<file path="config.mk">
export PLATFORM = sky130hd
export DESIGN_NAME = pfr_controller
export DESIGN_NICKNAME = d
export VERILOG_FILES = /design/src/design/pfr_pkg.sv /design/src/design/pfr_controller.sv
export SDC_FILE = /design/constraint.sdc
export NUM_CORES = 1
export LEC_CHECK = 0
export BUFFER_PORTS_ARGS = -buffer_cell sky130_fd_sc_hd__buf_2
export CAP_MARGIN = 20
export CORE_AREA = 2 2 39 41
export CTS_BUF_LIST = sky130_fd_sc_hd__clkbuf_8 sky130_fd_sc_hd__clkbuf_16
export DETAILED_ROUTE_END_ITERATION = 12
export DIE_AREA = 0 0 41 43
export GPL_TIMING_DRIVEN = 0
export PLACE_DENSITY_LB_ADDON = 0.3
export SLEW_MARGIN = 20
export SYNTH_ARGS = -nofsm -noshare
export SYNTH_HDL_FRONTEND = slang
export SYNTH_SLANG_ARGS = --single-unit
</file>
<file path="constraint.sdc">
create_clock -name clock -period 4.35 [get_ports clock]
set_clock_uncertainty 0.15 [all_clocks]
set_input_delay 0.6525 -clock clock [delete_from_list [all_inputs] [get_ports clock]]
set_output_delay 0.6525 -clock clock [all_outputs]
set_load 0.01 [all_outputs]
</file>
<file path="src/design/pfr_pkg.sv">
package pfr_pkg;

   // Fixed field geometry.
   localparam int NUM_FIELDS     = 4;
   localparam int OBJ_W          = 16;
   localparam int NUM_OBJECTIVES = 4;
   localparam int OBJ_LIMIT      = (NUM_OBJECTIVES < NUM_FIELDS) ? NUM_OBJECTIVES : NUM_FIELDS;
   localparam int CFG_OBJ_W      = 3;
   localparam int IDX_W          = 6;
   localparam int RANK_W         = 6;
   localparam int REQ_DATA_W     = NUM_FIELDS * OBJ_W;
   localparam int RSP_DATA_W     = 16;
   localparam int CSR_ADDR_W     = 3;
   localparam int CSR_DATA_W     = 32;

   // Register indexes (byte address bit 2).
   localparam logic CSR_IDX_MODE = 1'b0;
   localparam logic CSR_IDX_OBJS = 1'b1;

   typedef logic [REQ_DATA_W-1:0] obj_vec_type;

   typedef enum logic [3:0] {
      ST_IDLE,
      ST_WALK,
      ST_FIN,
      ST_RINIT,
      ST_RSCAN,
      ST_RNEXT,
      ST_EMRD,
      ST_EMLD,
      ST_EMWT
   } state_type;

   typedef struct packed {
      logic load;
      logic walk;
      logic fin;
      logic rinit;
      logic rscan;
      logic rnext;
      logic emrd;
      logic emld;
      logic emnext;
   } cmd_type;

   typedef struct packed {
      logic full;
      logic last_in;
      logic walk_done;
      logic scan_done;
      logic next_empty;
      logic rsp_final;
   } status_type;

   // True when p is no worse than q in every active objective and better in one.
   function automatic logic dominates(input obj_vec_type p, input obj_vec_type q,
                                      input logic maxm, input logic [CFG_OBJ_W-1:0] nact);
      logic                    no_worse;
      logic                    strict;
      logic signed [OBJ_W-1:0] a;
      logic signed [OBJ_W-1:0] b;
      logic signed [OBJ_W-1:0] t;
      no_worse = 1'b1;
      strict   = 1'b0;
      for (int k = 0; k < NUM_FIELDS; k++) begin
         a = p[k*OBJ_W +: OBJ_W];
         b = q[k*OBJ_W +: OBJ_W];
         if (maxm) begin
            t = a;
            a = b;
            b = t;
         end
         if (CFG_OBJ_W'(k) < nact) begin
            if (a > b) no_worse = 1'b0;
            if (a < b) strict = 1'b1;
         end
      end
      return no_worse & strict;
   endfunction

endpackage

</file>
<file path="src/design/pfr_controller.sv">
module pfr_controller (
   input  logic                clock,
   input  logic                reset,
   input  logic                req_tvalid,
   input  logic                req_tlast,
   input  logic                rsp_tready,
   input  pfr_pkg::status_type status,
   output pfr_pkg::cmd_type    cmd,
   output logic                req_tready
);
   import pfr_pkg::*;

   state_type state_ff;
   state_type state_in;

   // State register.
   always_ff @(posedge clock) begin
      if (reset) begin
         state_ff <= ST_IDLE;
      end else begin
         state_ff <= state_in;
      end
   end

   // Next state and commands to the datapath.
   always_comb begin
      state_in   = state_ff;
      cmd        = '0;
      req_tready = 1'b0;
      case (state_ff)
         ST_IDLE: begin
            req_tready = 1'b1;
            if (req_tvalid) begin
               cmd.load = 1'b1;
               if (status.full) begin
                  state_in = req_tlast ? ST_RINIT : ST_IDLE;
               end else begin
                  state_in = ST_WALK;
               end
            end
         end
         ST_WALK: begin
            cmd.walk = 1'b1;
            if (status.walk_done) state_in = ST_FIN;
         end
         ST_FIN: begin
            cmd.fin  = 1'b1;
            state_in = status.last_in ? ST_RINIT : ST_IDLE;
         end
         ST_RINIT: begin
            cmd.rinit = 1'b1;
            state_in  = ST_RSCAN;
         end
         ST_RSCAN: begin
            cmd.rscan = 1'b1;
            if (status.scan_done) state_in = ST_RNEXT;
         end
         ST_RNEXT: begin
            cmd.rnext = 1'b1;
            state_in  = status.next_empty ? ST_EMRD : ST_RSCAN;
         end
         ST_EMRD: begin
            cmd.emrd = 1'b1;
            state_in = ST_EMLD;
         end
         ST_EMLD: begin
            cmd.emld = 1'b1;
            state_in = ST_EMWT;
         end
         ST_EMWT: begin
            if (rsp_tready) begin
               cmd.emnext = 1'b1;
               state_in   = status.rsp_final ? ST_IDLE : ST_EMRD;
            end
         end
         default: begin
            state_in = ST_IDLE;
         end
      endcase
   end

endmodule

</file>
Yosys cells after proc, flatten, opt, wreduce, memory -nomap -nowiden
Index checks and enable logic that the tools add are counted.

Register bits after elaboration: 4. Latch bits: 0. RAM bits: 0. Bits in read-only memories: 0. Input port bits: 11. Output and inout port bits: 10. Word-level logic and storage cells: 37. Memories: 0.

Add/subtract/negate cells: 0. Multiply operators: 0. Div/mod/pow operators: 0. $lt $le $gt $ge: 0. Equal/unequal tests: 12. Shift operators: 0. Muxes and demuxes: 22. Bitwise operators: 0. Reduce and logical (&&, ||, !) cells: 2.

Operator list (count): 4-bit one-hot mux with 9 select lines (1); 4-bit by 3-bit == test with 1-bit output (second input constant) (4); 4-bit two-way mux (4); 1-bit two-way mux (12); 4-bit by 2-bit == test with 1-bit output (second input constant) (2); 2-bit two-way mux (4); 2-bit inequality test (second input constant) (4); 4-bit by 1-bit == test with 1-bit output (second input constant) (1); 4-bit == test (second input constant) (1); 4-bit logical NOT (1); 4-bit AND reduction (1); 3-bit two-way mux (1).

Logic depth before layout (Yosys ltp)
Gate-level depths: netlist of the first run.

Word-level depth: 4. Depth in mapped cells: 5. Gate-level depth less buffers: 4.

Worst setup path before layout of the first run
Ideal clock, no wire load.

Path type: register -> output. Start point: reg state_ff[3]. End point: out cmd[7] in the netlist's numbering. Arrival: 1.023 ns. Data required time: 3.547 ns. Slack: 2.525 ns. Stages on the path, launching flop included: 4. Buffers on the path: 1. Cell sequence: dfxtp_1 > buf_2 > or2b_1 > nor3_1.

RTL lines: start, declared (RTL line pfr_controller.sv:13) `state_type state_ff;`; start signal, assigned (RTL line pfr_controller.sv:21) `state_ff <= state_in;`; end, declared (RTL line pfr_controller.sv:8) `output pfr_pkg::cmd_type cmd,`.

==> results of run 1 <==
==> per-stage QoR <==
stage / hold WS [ps] / instance area, um2
floorplan: 480.4 / 411.6
CTS: 507.0 / 573.1
global route: 519.2 / 573.1
global placement: 524.1 / 531.8
detailed placement: 525.2 / 531.8
finish: 507.2 / 573.1
==> critical path: stages, from the launching register on <==
cell and delay (ps):
dfxtp_1 290, buf_2 170, or2b_1 310, nor3_1 240, buf_2 190
==> logic make-up (layout without fill, tap and decap cells) <==
group	count (synthesis)	count (layout)	share of synthesized area
AOI/OAI and AO/OA	14	14	0.2310
buffers and inverters	7	30	0.09727
DFF	4	4	0.1945
muxes	1	1	0.02432
and+or+nand+nor	34	34	0.4529
==> cells in the mapped netlist (all sizes together) <==
master   count  area share
a211oi       1       0.030
a21oi        3       0.036
a22oi        1       0.018
a2bb2oi      1       0.021
a32oi        1       0.021
and3         2       0.030
buf          4       0.070
dfxtp        4        0.19
inv          3       0.027
mux2i        1       0.024
nand2        2       0.018
nand2b       4       0.067
nand3b       1       0.018
nor2        12        0.11
nor2b        2       0.030
nor3         4       0.049
nor3b        2       0.036
nor4b        1       0.021
o21a         1       0.018
o21ai        4       0.049
o22a         1       0.021
o22ai        1       0.015
or2          1       0.021
or2b         2       0.036
or3          1       0.015
==> metal layers <==
metal,vias to the layer above,global-route usage,part of all wire
met4,0,0.1200,0.030
met2,23,0.2375,0.47
met5,-,0,0
li1,255,-,-
met3,4,0.03141,0.076
met1,223,0.1699,0.43
==> final timing paths <==
check / start / endpoint
max: state_ff[3] / cmd[7]
min: reset / state_ff[3]
max reg2reg: state_ff[3] / state_ff[2]
min reg2reg: state_ff[3] / state_ff[2]
==> power breakdown <==
part           leakage (nW)  switching, mW  internal, mW
combinational         0.214         0.0269        0.0247
clock                0.0216         0.0190        0.0590
sequential           0.0325        0.00149        0.0391
==> layout make-up <==
class                   count  area (um2)
fillers                   161       810.8
inverters                   3       11.26
repair buffers             20       100.1
multi-input cells          49       291.5
well taps                  16       20.02
flip-flops and latches      4       80.08
clock buffers               3       41.29
plain buffers               4       28.78
==> run summary, run 1 <==
Status - complete, no violations
Chip height - 43 um
First-pass DRT Iterations - 6
Critical Path Source Type - flop
Worst Slack Setup Final - 2135 ps
Starting density of the core - 0.2975
Initial antenna violation count - 0
Setup_tns - 0 ps
H-tree depth - 1
DP Worst Slack - 2381 ps
I/O Buffers - 20
CTS tree - done
Top reg by flops - state_ff
Largest fanout on the critical path - 10
Sequential share of the synthesized area - 0.1945
Synth cell types - 29
CTS Hold Bufs - 0
Clk buf depth - 2
Total Power - 0.1701 mW
Synthesized area per cell - 6.861 um2
WP data arrival - 1410 ps
Final Instance Count excl. Fillers - 99
Pleak - 0.2682 nW
Final period util - 0.5091
Pins over their slew limit - 0
GR Util All Layers - 0.1535
Global-route wire length before repair - 1.780 mm
Area delta synth->final - 39.21%
Worst slew pin tran - 435.5 ps
Core area - 1384 um2
Die Wd - 41 um
Final setup vio count - 0
CTS clk-pin slew, worst paths - 30 ps
Vias/cell - 5.101
Final Hold Vio Count - 0
Reg2reg path depth - 5
Power density over the cells - 296.9 nW/um2
Vias in the first global route - 447
Min-delay worst type - in -> reg
Clock buffers created by TritonCTS - 3
1st-iter DRT viols - 13
Full die area - 1763 um2
Layout cells sized above 1 - 0.3614
Flops & latches, synth - 4
RSZ-0062 raised after global routing - false
Final GP Congestion - 0.7604
Total wire length - 1.132 mm
Gr ovfl total - 0
Peak Freq - 451.6 MHz
CTS Sinks - 4
Post-CTS Resized - 0
Post-CTS setup buffer count - 0
Commonest non-fill, non-tap cell in the layout - buf_2
Post-synthesis cell count - 60
Synth Net Count - 71
Max transition margin - 0.7066
Syn. warnings - 0
Critical path class - reg -> out
Post-layout net count - 96
Io pins - 21
Flop2flop setup slack - 2770 ps
Largest net degree at the start of global routing - 11
Max-cap viol count - 0
Top flop regs - state_ff: 4 flops
Tmin final - 2215 ps
Largest register FFs - 4
CP required - 3550 ps
DRC Markers - 0
Final ANT Viol Nets - 0
Total number of vias - 505
Layout Utilization - 0.4141
Cell chosen for the clock root - clkbuf_8
Wirelength per Cell - 11.43 um
Placed wire-length estimate - 790.7 um
# rows - 14
Hold Path Stages - 2
CP endpoint kind - output port
Skew-Pair Late Insertion Delay - 220 ps
Dpl cells - 96
Worst VDD drop - 0.1377 mV
Diode count - 0
Most frequent cells in the layout - buf_2 (22), nor2_1 (12), nor3_1 (4), dfxtp_1 (4)
Netlist Area Pre-Place - 411.6 um2
(Power assumes the default switching activity.)
==> inputs of run 2 (changes only) <==
clock period = 1.85 ns   (was 4.35 ns; I/O delays follow)
==> run 2 against run 1 <==
Net effect:
- setup slack got worse by 2000 ps
- count of clock-buffer cells in the layout stayed put
- global-route usage stayed put
- final cell count unchanged
- sequential power is 140% higher
- register-to-register slack worse by 2500 ps
- combinational power increased by 140%
- via count shrank 0.79%
==> run summary, run 2 (synthesis results as in run 1) <==
Diode count - 0 (unchanged)
Worst Slack Setup Final - 89.44 ps (-2046 ps)
DP Worst Slack - 255.6 ps (-2125 ps)
Reg2reg path depth - 5 (unchanged)
CTS Hold Bufs - 0 (unchanged)
Io pins - 21 (unchanged)
Cell chosen for the clock root - clkbuf_8
# rows - 14 (unchanged)
Largest net degree at the start of global routing - 11 (unchanged)
GR Util All Layers - 0.1535 (unchanged)
Max-cap viol count - 0 (unchanged)
Pins over their slew limit - 0 (unchanged)
Worst slew pin tran - 424.7 ps (-10.86 ps)
Final setup vio count - 0 (unchanged)
Tmin final - 1761 ps
Initial antenna violation count - 0 (unchanged)
Final period util - 0.9517
Critical path class - reg -> out
Int Pwr - 0.2890 mW (+140%)
First-pass DRT Iterations - 6 (unchanged)
Vias/cell - 5.061 (-0.79%)
CP max stage cell - or2b_1
Layout cells sized above 1 - 0.3735 (+0.01205)
CTS clk-pin slew, worst paths - 30 ps (about the same)
CP dominant cell by count - buf_2
Final ANT Viol Nets - 0 (unchanged)
Wirelength per Cell - 11.08 um (-3.1%)
Clk buf depth - 2 (unchanged)
Starting density of the core - 0.2975 (unchanged)
Gr ovfl total - 0 (unchanged)
Top reg by flops - state_ff
Area delta synth->final - 40.43%
Switch share - 0.2781 (-0.0005536)
Critical Path Source Type - flop
Max transition margin - 0.7139 (+0.007316)
Largest register FFs - 4 (unchanged)
Skew-Pair Late Insertion Delay - 220 ps (about the same)
H-tree depth - 1 (unchanged)
I/O Buffers - 20 (unchanged)
Most frequent cells in the layout - buf_2 (22), nor2_1 (12), dfxtp_1 (4)
Die Wd - 41 um (unchanged)
Chip height - 43 um (unchanged)
Placed wire-length estimate - 790.7 um (unchanged)
Post-layout net count - 96 (unchanged)
Top flop regs - state_ff: 4 flops
Combinational power share - 0.305 (+0.002)
Min-delay worst type - in -> reg
Buf/Inv on CP - 2 (unchanged)
Full die area - 1763 um2 (unchanged)
Crit-path leading delay family - simple AND/OR/NAND/NOR gates
Pleak - 0.2721 nW (+1.4%)
Status - complete, no violations
Critical path depth - 4 (unchanged)
Total wire length - 1.097 mm (-3.1%)
Total number of vias - 501 (-0.79%)
CP endpoint kind - output port
Hold Path Stages - 2 (unchanged)
Crit-path max cell delay - 310 ps (about the same)
Worst VDD drop - 0.3209 mV (+130%)
Peak Freq - 568.0 MHz
Clock buffers created by TritonCTS - 3 (unchanged)
Core area - 1384 um2 (unchanged)
Fillers - 161 (unchanged)
Largest fanout on the critical path - 10 (unchanged)
CTS tree - done
Clk network pwr share - 0.456 (-0.003)
Commonest non-fill, non-tap cell in the layout - buf_2
WP data arrival - 1330 ps (-80 ps)
CP required - 1420 ps (-2130 ps)
CTS Sinks - 4 (unchanged)
Sequential share of power - 0.238 (about the same)
Hold WS - 132.7 ps (-374.5 ps)
Final Hold Vio Count - 0 (unchanged)
Crit-path cells - buf_2, or2b_1, nor3_2, buf_2
Vias in the first global route - 447 (unchanged)
Setup_tns - 0 ps (unchanged)
DRC Markers - 0 (unchanged)
Power density over the cells - 692.6 nW/um2 (+130%)
Global-route wire length before repair - 1.780 mm (unchanged)
Final GP Congestion - 0.7604 (unchanged)
1st-iter DRT viols - 12 (-1)
Net switching power - 0.1113 mW (+130%)
[run 2: cell counts in the layout (fill, tap and decap cells not counted)]
Identical to the previous run, type by type.
[run 2: layer usage]
layer  wire, um  GRT usage  vias up
met2        533     0.2375       19
met3         67    0.03141        4
li1           -          -      255
met1        465     0.1699      223
met4         30     0.1200        0
met5          0          0        -
[run 2: worst reg2reg max path, stage by stage, from the launching register on]
cell and delay, ps:
dfxtp_1 290, buf_2 170, nor3b_1 150, o21ai_0 370
o21ai_1 180, a211oi_2 190
[run 2: what timing repair did]
action	CTS	global route
setup endpoints to repair	0	1
resized for setup	0	1
setup buffers	0	0
[run 2: final timing paths]
check                   start     endpoint  slack [ps]
setup / recovery  state_ff[3]       cmd[7]          90
hold / removal          reset  state_ff[3]         130
setup reg to reg  state_ff[3]  state_ff[2]         280
hold reg to reg   state_ff[3]  state_ff[2]         530
[run 2: layout make-up]
class	instances	area, um2	share of cell area
Multi-Input combinational cell	49	296.5	0.5130
Timing Repair Buffer	20	100.1	0.1732
Sequential cell	4	80.08	0.1385
Clock buffer	3	41.29	0.07143
Buffer	4	28.78	0.04978
Tap cell	16	20.02	0.03463
Inverter	3	11.26	0.01948
[run 2: power groups by stage]
stage	Combinational [mW]	Sequential, mW	Clock (mW)
after floorplan	0.0828	0.0958	0
after global placement	0.120	0.0965	0
after detailed placement	0.120	0.0965	0
after CTS	0.122	0.0954	0.184
after global routing	0.137	0.0960	0.192
final	0.122	0.0955	0.183
[run 2: per-stage QoR]
stage          instance area (um2)    util  std cells  power [mW]
6_report                     578.1  0.4177         99      0.4003
4_1_cts                      573.1  0.4141         99      0.4013
2_1_floorplan                411.6       -         60      0.1786
3_5_place_dp                 531.8  0.3843         96      0.2168
3_3_place_gp                 531.8  0.3843         96      0.2168
5_1_grt                      578.1  0.4177         99      0.4245
==> inputs of run 3 (changes only) <==
clock period = 1.6 ns   (was 1.85 ns; I/O delays follow)
==> run 3 against run 2 <==
Net effect:
- the run now ends with negative setup slack left
- die area unchanged
- sequential share of layout area down 0.72 points
- first-iteration DRC count unchanged
- largest cell class unchanged
==> run summary, run 3 (synthesis results as in run 1) <==
Status - finished, violations left
Violated checks - negative setup slack
Critical path depth - 4 (unchanged)
DP Area - 531.8 um2 (unchanged)
DRC Markers - 0 (unchanged)
Largest net degree at the start of global routing - 11 (unchanged)
Pins over their slew limit - 0 (unchanged)
Final period util - 1.012
Core area - 1384 um2 (unchanged)
Placed wire-length estimate - 790.7 um (unchanged)
H-tree depth - 1 (unchanged)
Total wire length - 1.210 mm (+10%)
Reg2reg path depth - 3 (-2)
Critical Path Source Type - flop
Initial antenna violation count - 0 (unchanged)
Crit-path max cell delay - 310 ps (about the same)
Crit-path leading delay family - simple AND/OR/NAND/NOR gates
CP max stage cell - dfxtp_2
Hold WS - 86.97 ps (-45.68 ps)
Top reg by flops - state_ff
CTS clk-pin slew, worst paths - 30 ps (about the same)
Skew-Pair Late Insertion Delay - 220 ps (about the same)
CTS tree - done
CP endpoint kind - output port
First-pass DRT Iterations - 6 (unchanged)
Layout cells sized above 1 - 0.4713 (+0.09777)
Total Power - 0.4812 mW (+20%)
Switch share - 0.2810 (+0.002969)
Int Pwr - 0.3460 mW (+20%)
Most frequent cells in the layout - buf_2 (20), nor2_1 (11), buf_4 (6)
Worst Slack Setup Final - -19.35 ps (-108.8 ps)
Largest fanout on the critical path - 7 (-3)
Chip height - 43 um (unchanged)
Largest register FFs - 4 (unchanged)
CP required - 1210 ps (-210 ps)
# rows - 14 (unchanged)
Total number of vias - 528 (+5.4%)
Top flop regs - state_ff: 4 flops
Max-cap viol count - 0 (unchanged)
Peak Freq - 617.5 MHz
I/O Buffers - 20 (unchanged)
Worst slew pin tran - 280.0 ps (-144.7 ps)
Sequential share of power - 0.241 (+0.003)
Commonest non-fill, non-tap cell in the layout - buf_2
Buf/Inv on CP - 2 (unchanged)
Final Hold Vio Count - 0 (unchanged)
1st-iter DRT viols - 12 (unchanged)
Final ANT Viol Nets - 0 (unchanged)
Vias/cell - 5.126 (+1.3%)
Final setup vio count - 1 (+1)
Pleak - 0.2959 nW (+8.7%)
Area delta synth->final - 55.02%
Crit-path cells - buf_6, or2b_4, nor3_4, buf_2
Full die area - 1763 um2 (unchanged)
Setup_tns - -19.35 ps (-19.35 ps)
Post-layout net count - 100 (+4.2%)
Wirelength per Cell - 11.75 um (+6.0%)
GR Util All Layers - 0.1647 (+0.01120)
WP data arrival - 1230 ps (-100 ps)
Critical path class - reg -> out
Min-delay worst type - in -> reg
Vias in the first global route - 461 (+3.1%)
Final Instance Count excl. Fillers - 103 (+4.0%)
Cell chosen for the clock root - clkbuf_8
Tmin final - 1619 ps
Combinational power share - 0.318 (+0.013)
Post-Layout Inst Area - 638.1 um2 (+10%)
Clock buffers created by TritonCTS - 3 (unchanged)
Gr ovfl total - 0 (unchanged)
CTS Hold Bufs - 0 (unchanged)
Global-route wire length before repair - 1.883 mm (+5.8%)
Io pins - 21 (unchanged)
Starting density of the core - 0.2975 (unchanged)
Dpl cells - 96 (unchanged)
Clk buf depth - 2 (unchanged)
Power density over the cells - 754.1 nW/um2 (+8.9%)
CTS Sinks - 4 (unchanged)
Worst VDD drop - 0.3752 mV (+17%)
Diode count - 0 (unchanged)
Die Wd - 41 um (unchanged)
Clk network pwr share - 0.441 (-0.015)
Final GP Congestion - 0.7604 (unchanged)
Max transition margin - 0.8121 (+0.09821)
RSZ-0062 raised after global routing - true
Hold Path Stages - 2 (unchanged)
Net switching power - 0.1352 mW (+21%)
==> run 3: cell types whose count changed in the layout (fill, tap and decap cells not counted), moves of 2 or more <==
cell	previous run	this run
buf_4	1	6
dfxtp_1	4	1
dfxtp_2	0	3
buf_2	22	20
==> run 3: timing repair <==
item / in CTS / in global routing
setup buffers: 3 / 2
setup endpoints to repair: 6 / 7
pin swaps: 1 / 0
resized for setup: 9 / 4
==> run 3: worst paths after layout <==
check / endpoint / slack (ps) / start
setup reg to reg: state_ff[2] / 180 / state_ff[0]
hold / removal: state_ff[2] / 90 / reset
setup / recovery: cmd[7] / -20 / state_ff[3]
hold reg to reg: state_ff[2] / 530 / state_ff[2]
==> run 3: final cells by class <==
| type | count | area, um2 |
|---|---|---|
| multi-input combinational | 49 | 314.1 |
| fill | 156 | 745.7 |
| buffer | 3 | 30.03 |
| timing repair buffer | 25 | 137.6 |
| tap | 16 | 20.02 |
| sequential | 4 | 83.83 |
| clock buffer | 3 | 41.29 |
| inverter | 3 | 11.26 |
==> run 3: per-layer routing <==
metal	vias to the layer above	global-route usage	wire (um)
met1	230	0.1801	516
met2	28	0.2625	577
met3	6	0.03141	81
met4	0	0.1200	35
met5	-	0	0
li1	264	-	-
==> run 3: power by group through the flow <==
| stage | clock [mW] | combinational (mW) | sequential, mW |
|---|---|---|---|
| after floorplan | 0 | 0.0958 | 0.111 |
| after global placement | 0 | 0.139 | 0.112 |
| after detailed placement | 0 | 0.139 | 0.112 |
| after CTS | 0.213 | 0.162 | 0.111 |
| after global routing | 0.222 | 0.169 | 0.117 |
| final | 0.212 | 0.153 | 0.116 |
==> run 3: stage by stage <==
stage,utilization,setup slack [ps]
finish,0.4611,-19.35
global route,0.4611,-53.32
CTS,0.4530,-22.17
detailed placement,0.3843,43.11
global placement,0.3843,50.37
floorplan,-,159.7
==> run 3: worst register-to-register path, cell delays in order (launching register included) <==
cell and delay, ps:
dfxtp_2 340, or2_4 280, or3_1 370, a211oi_2 210
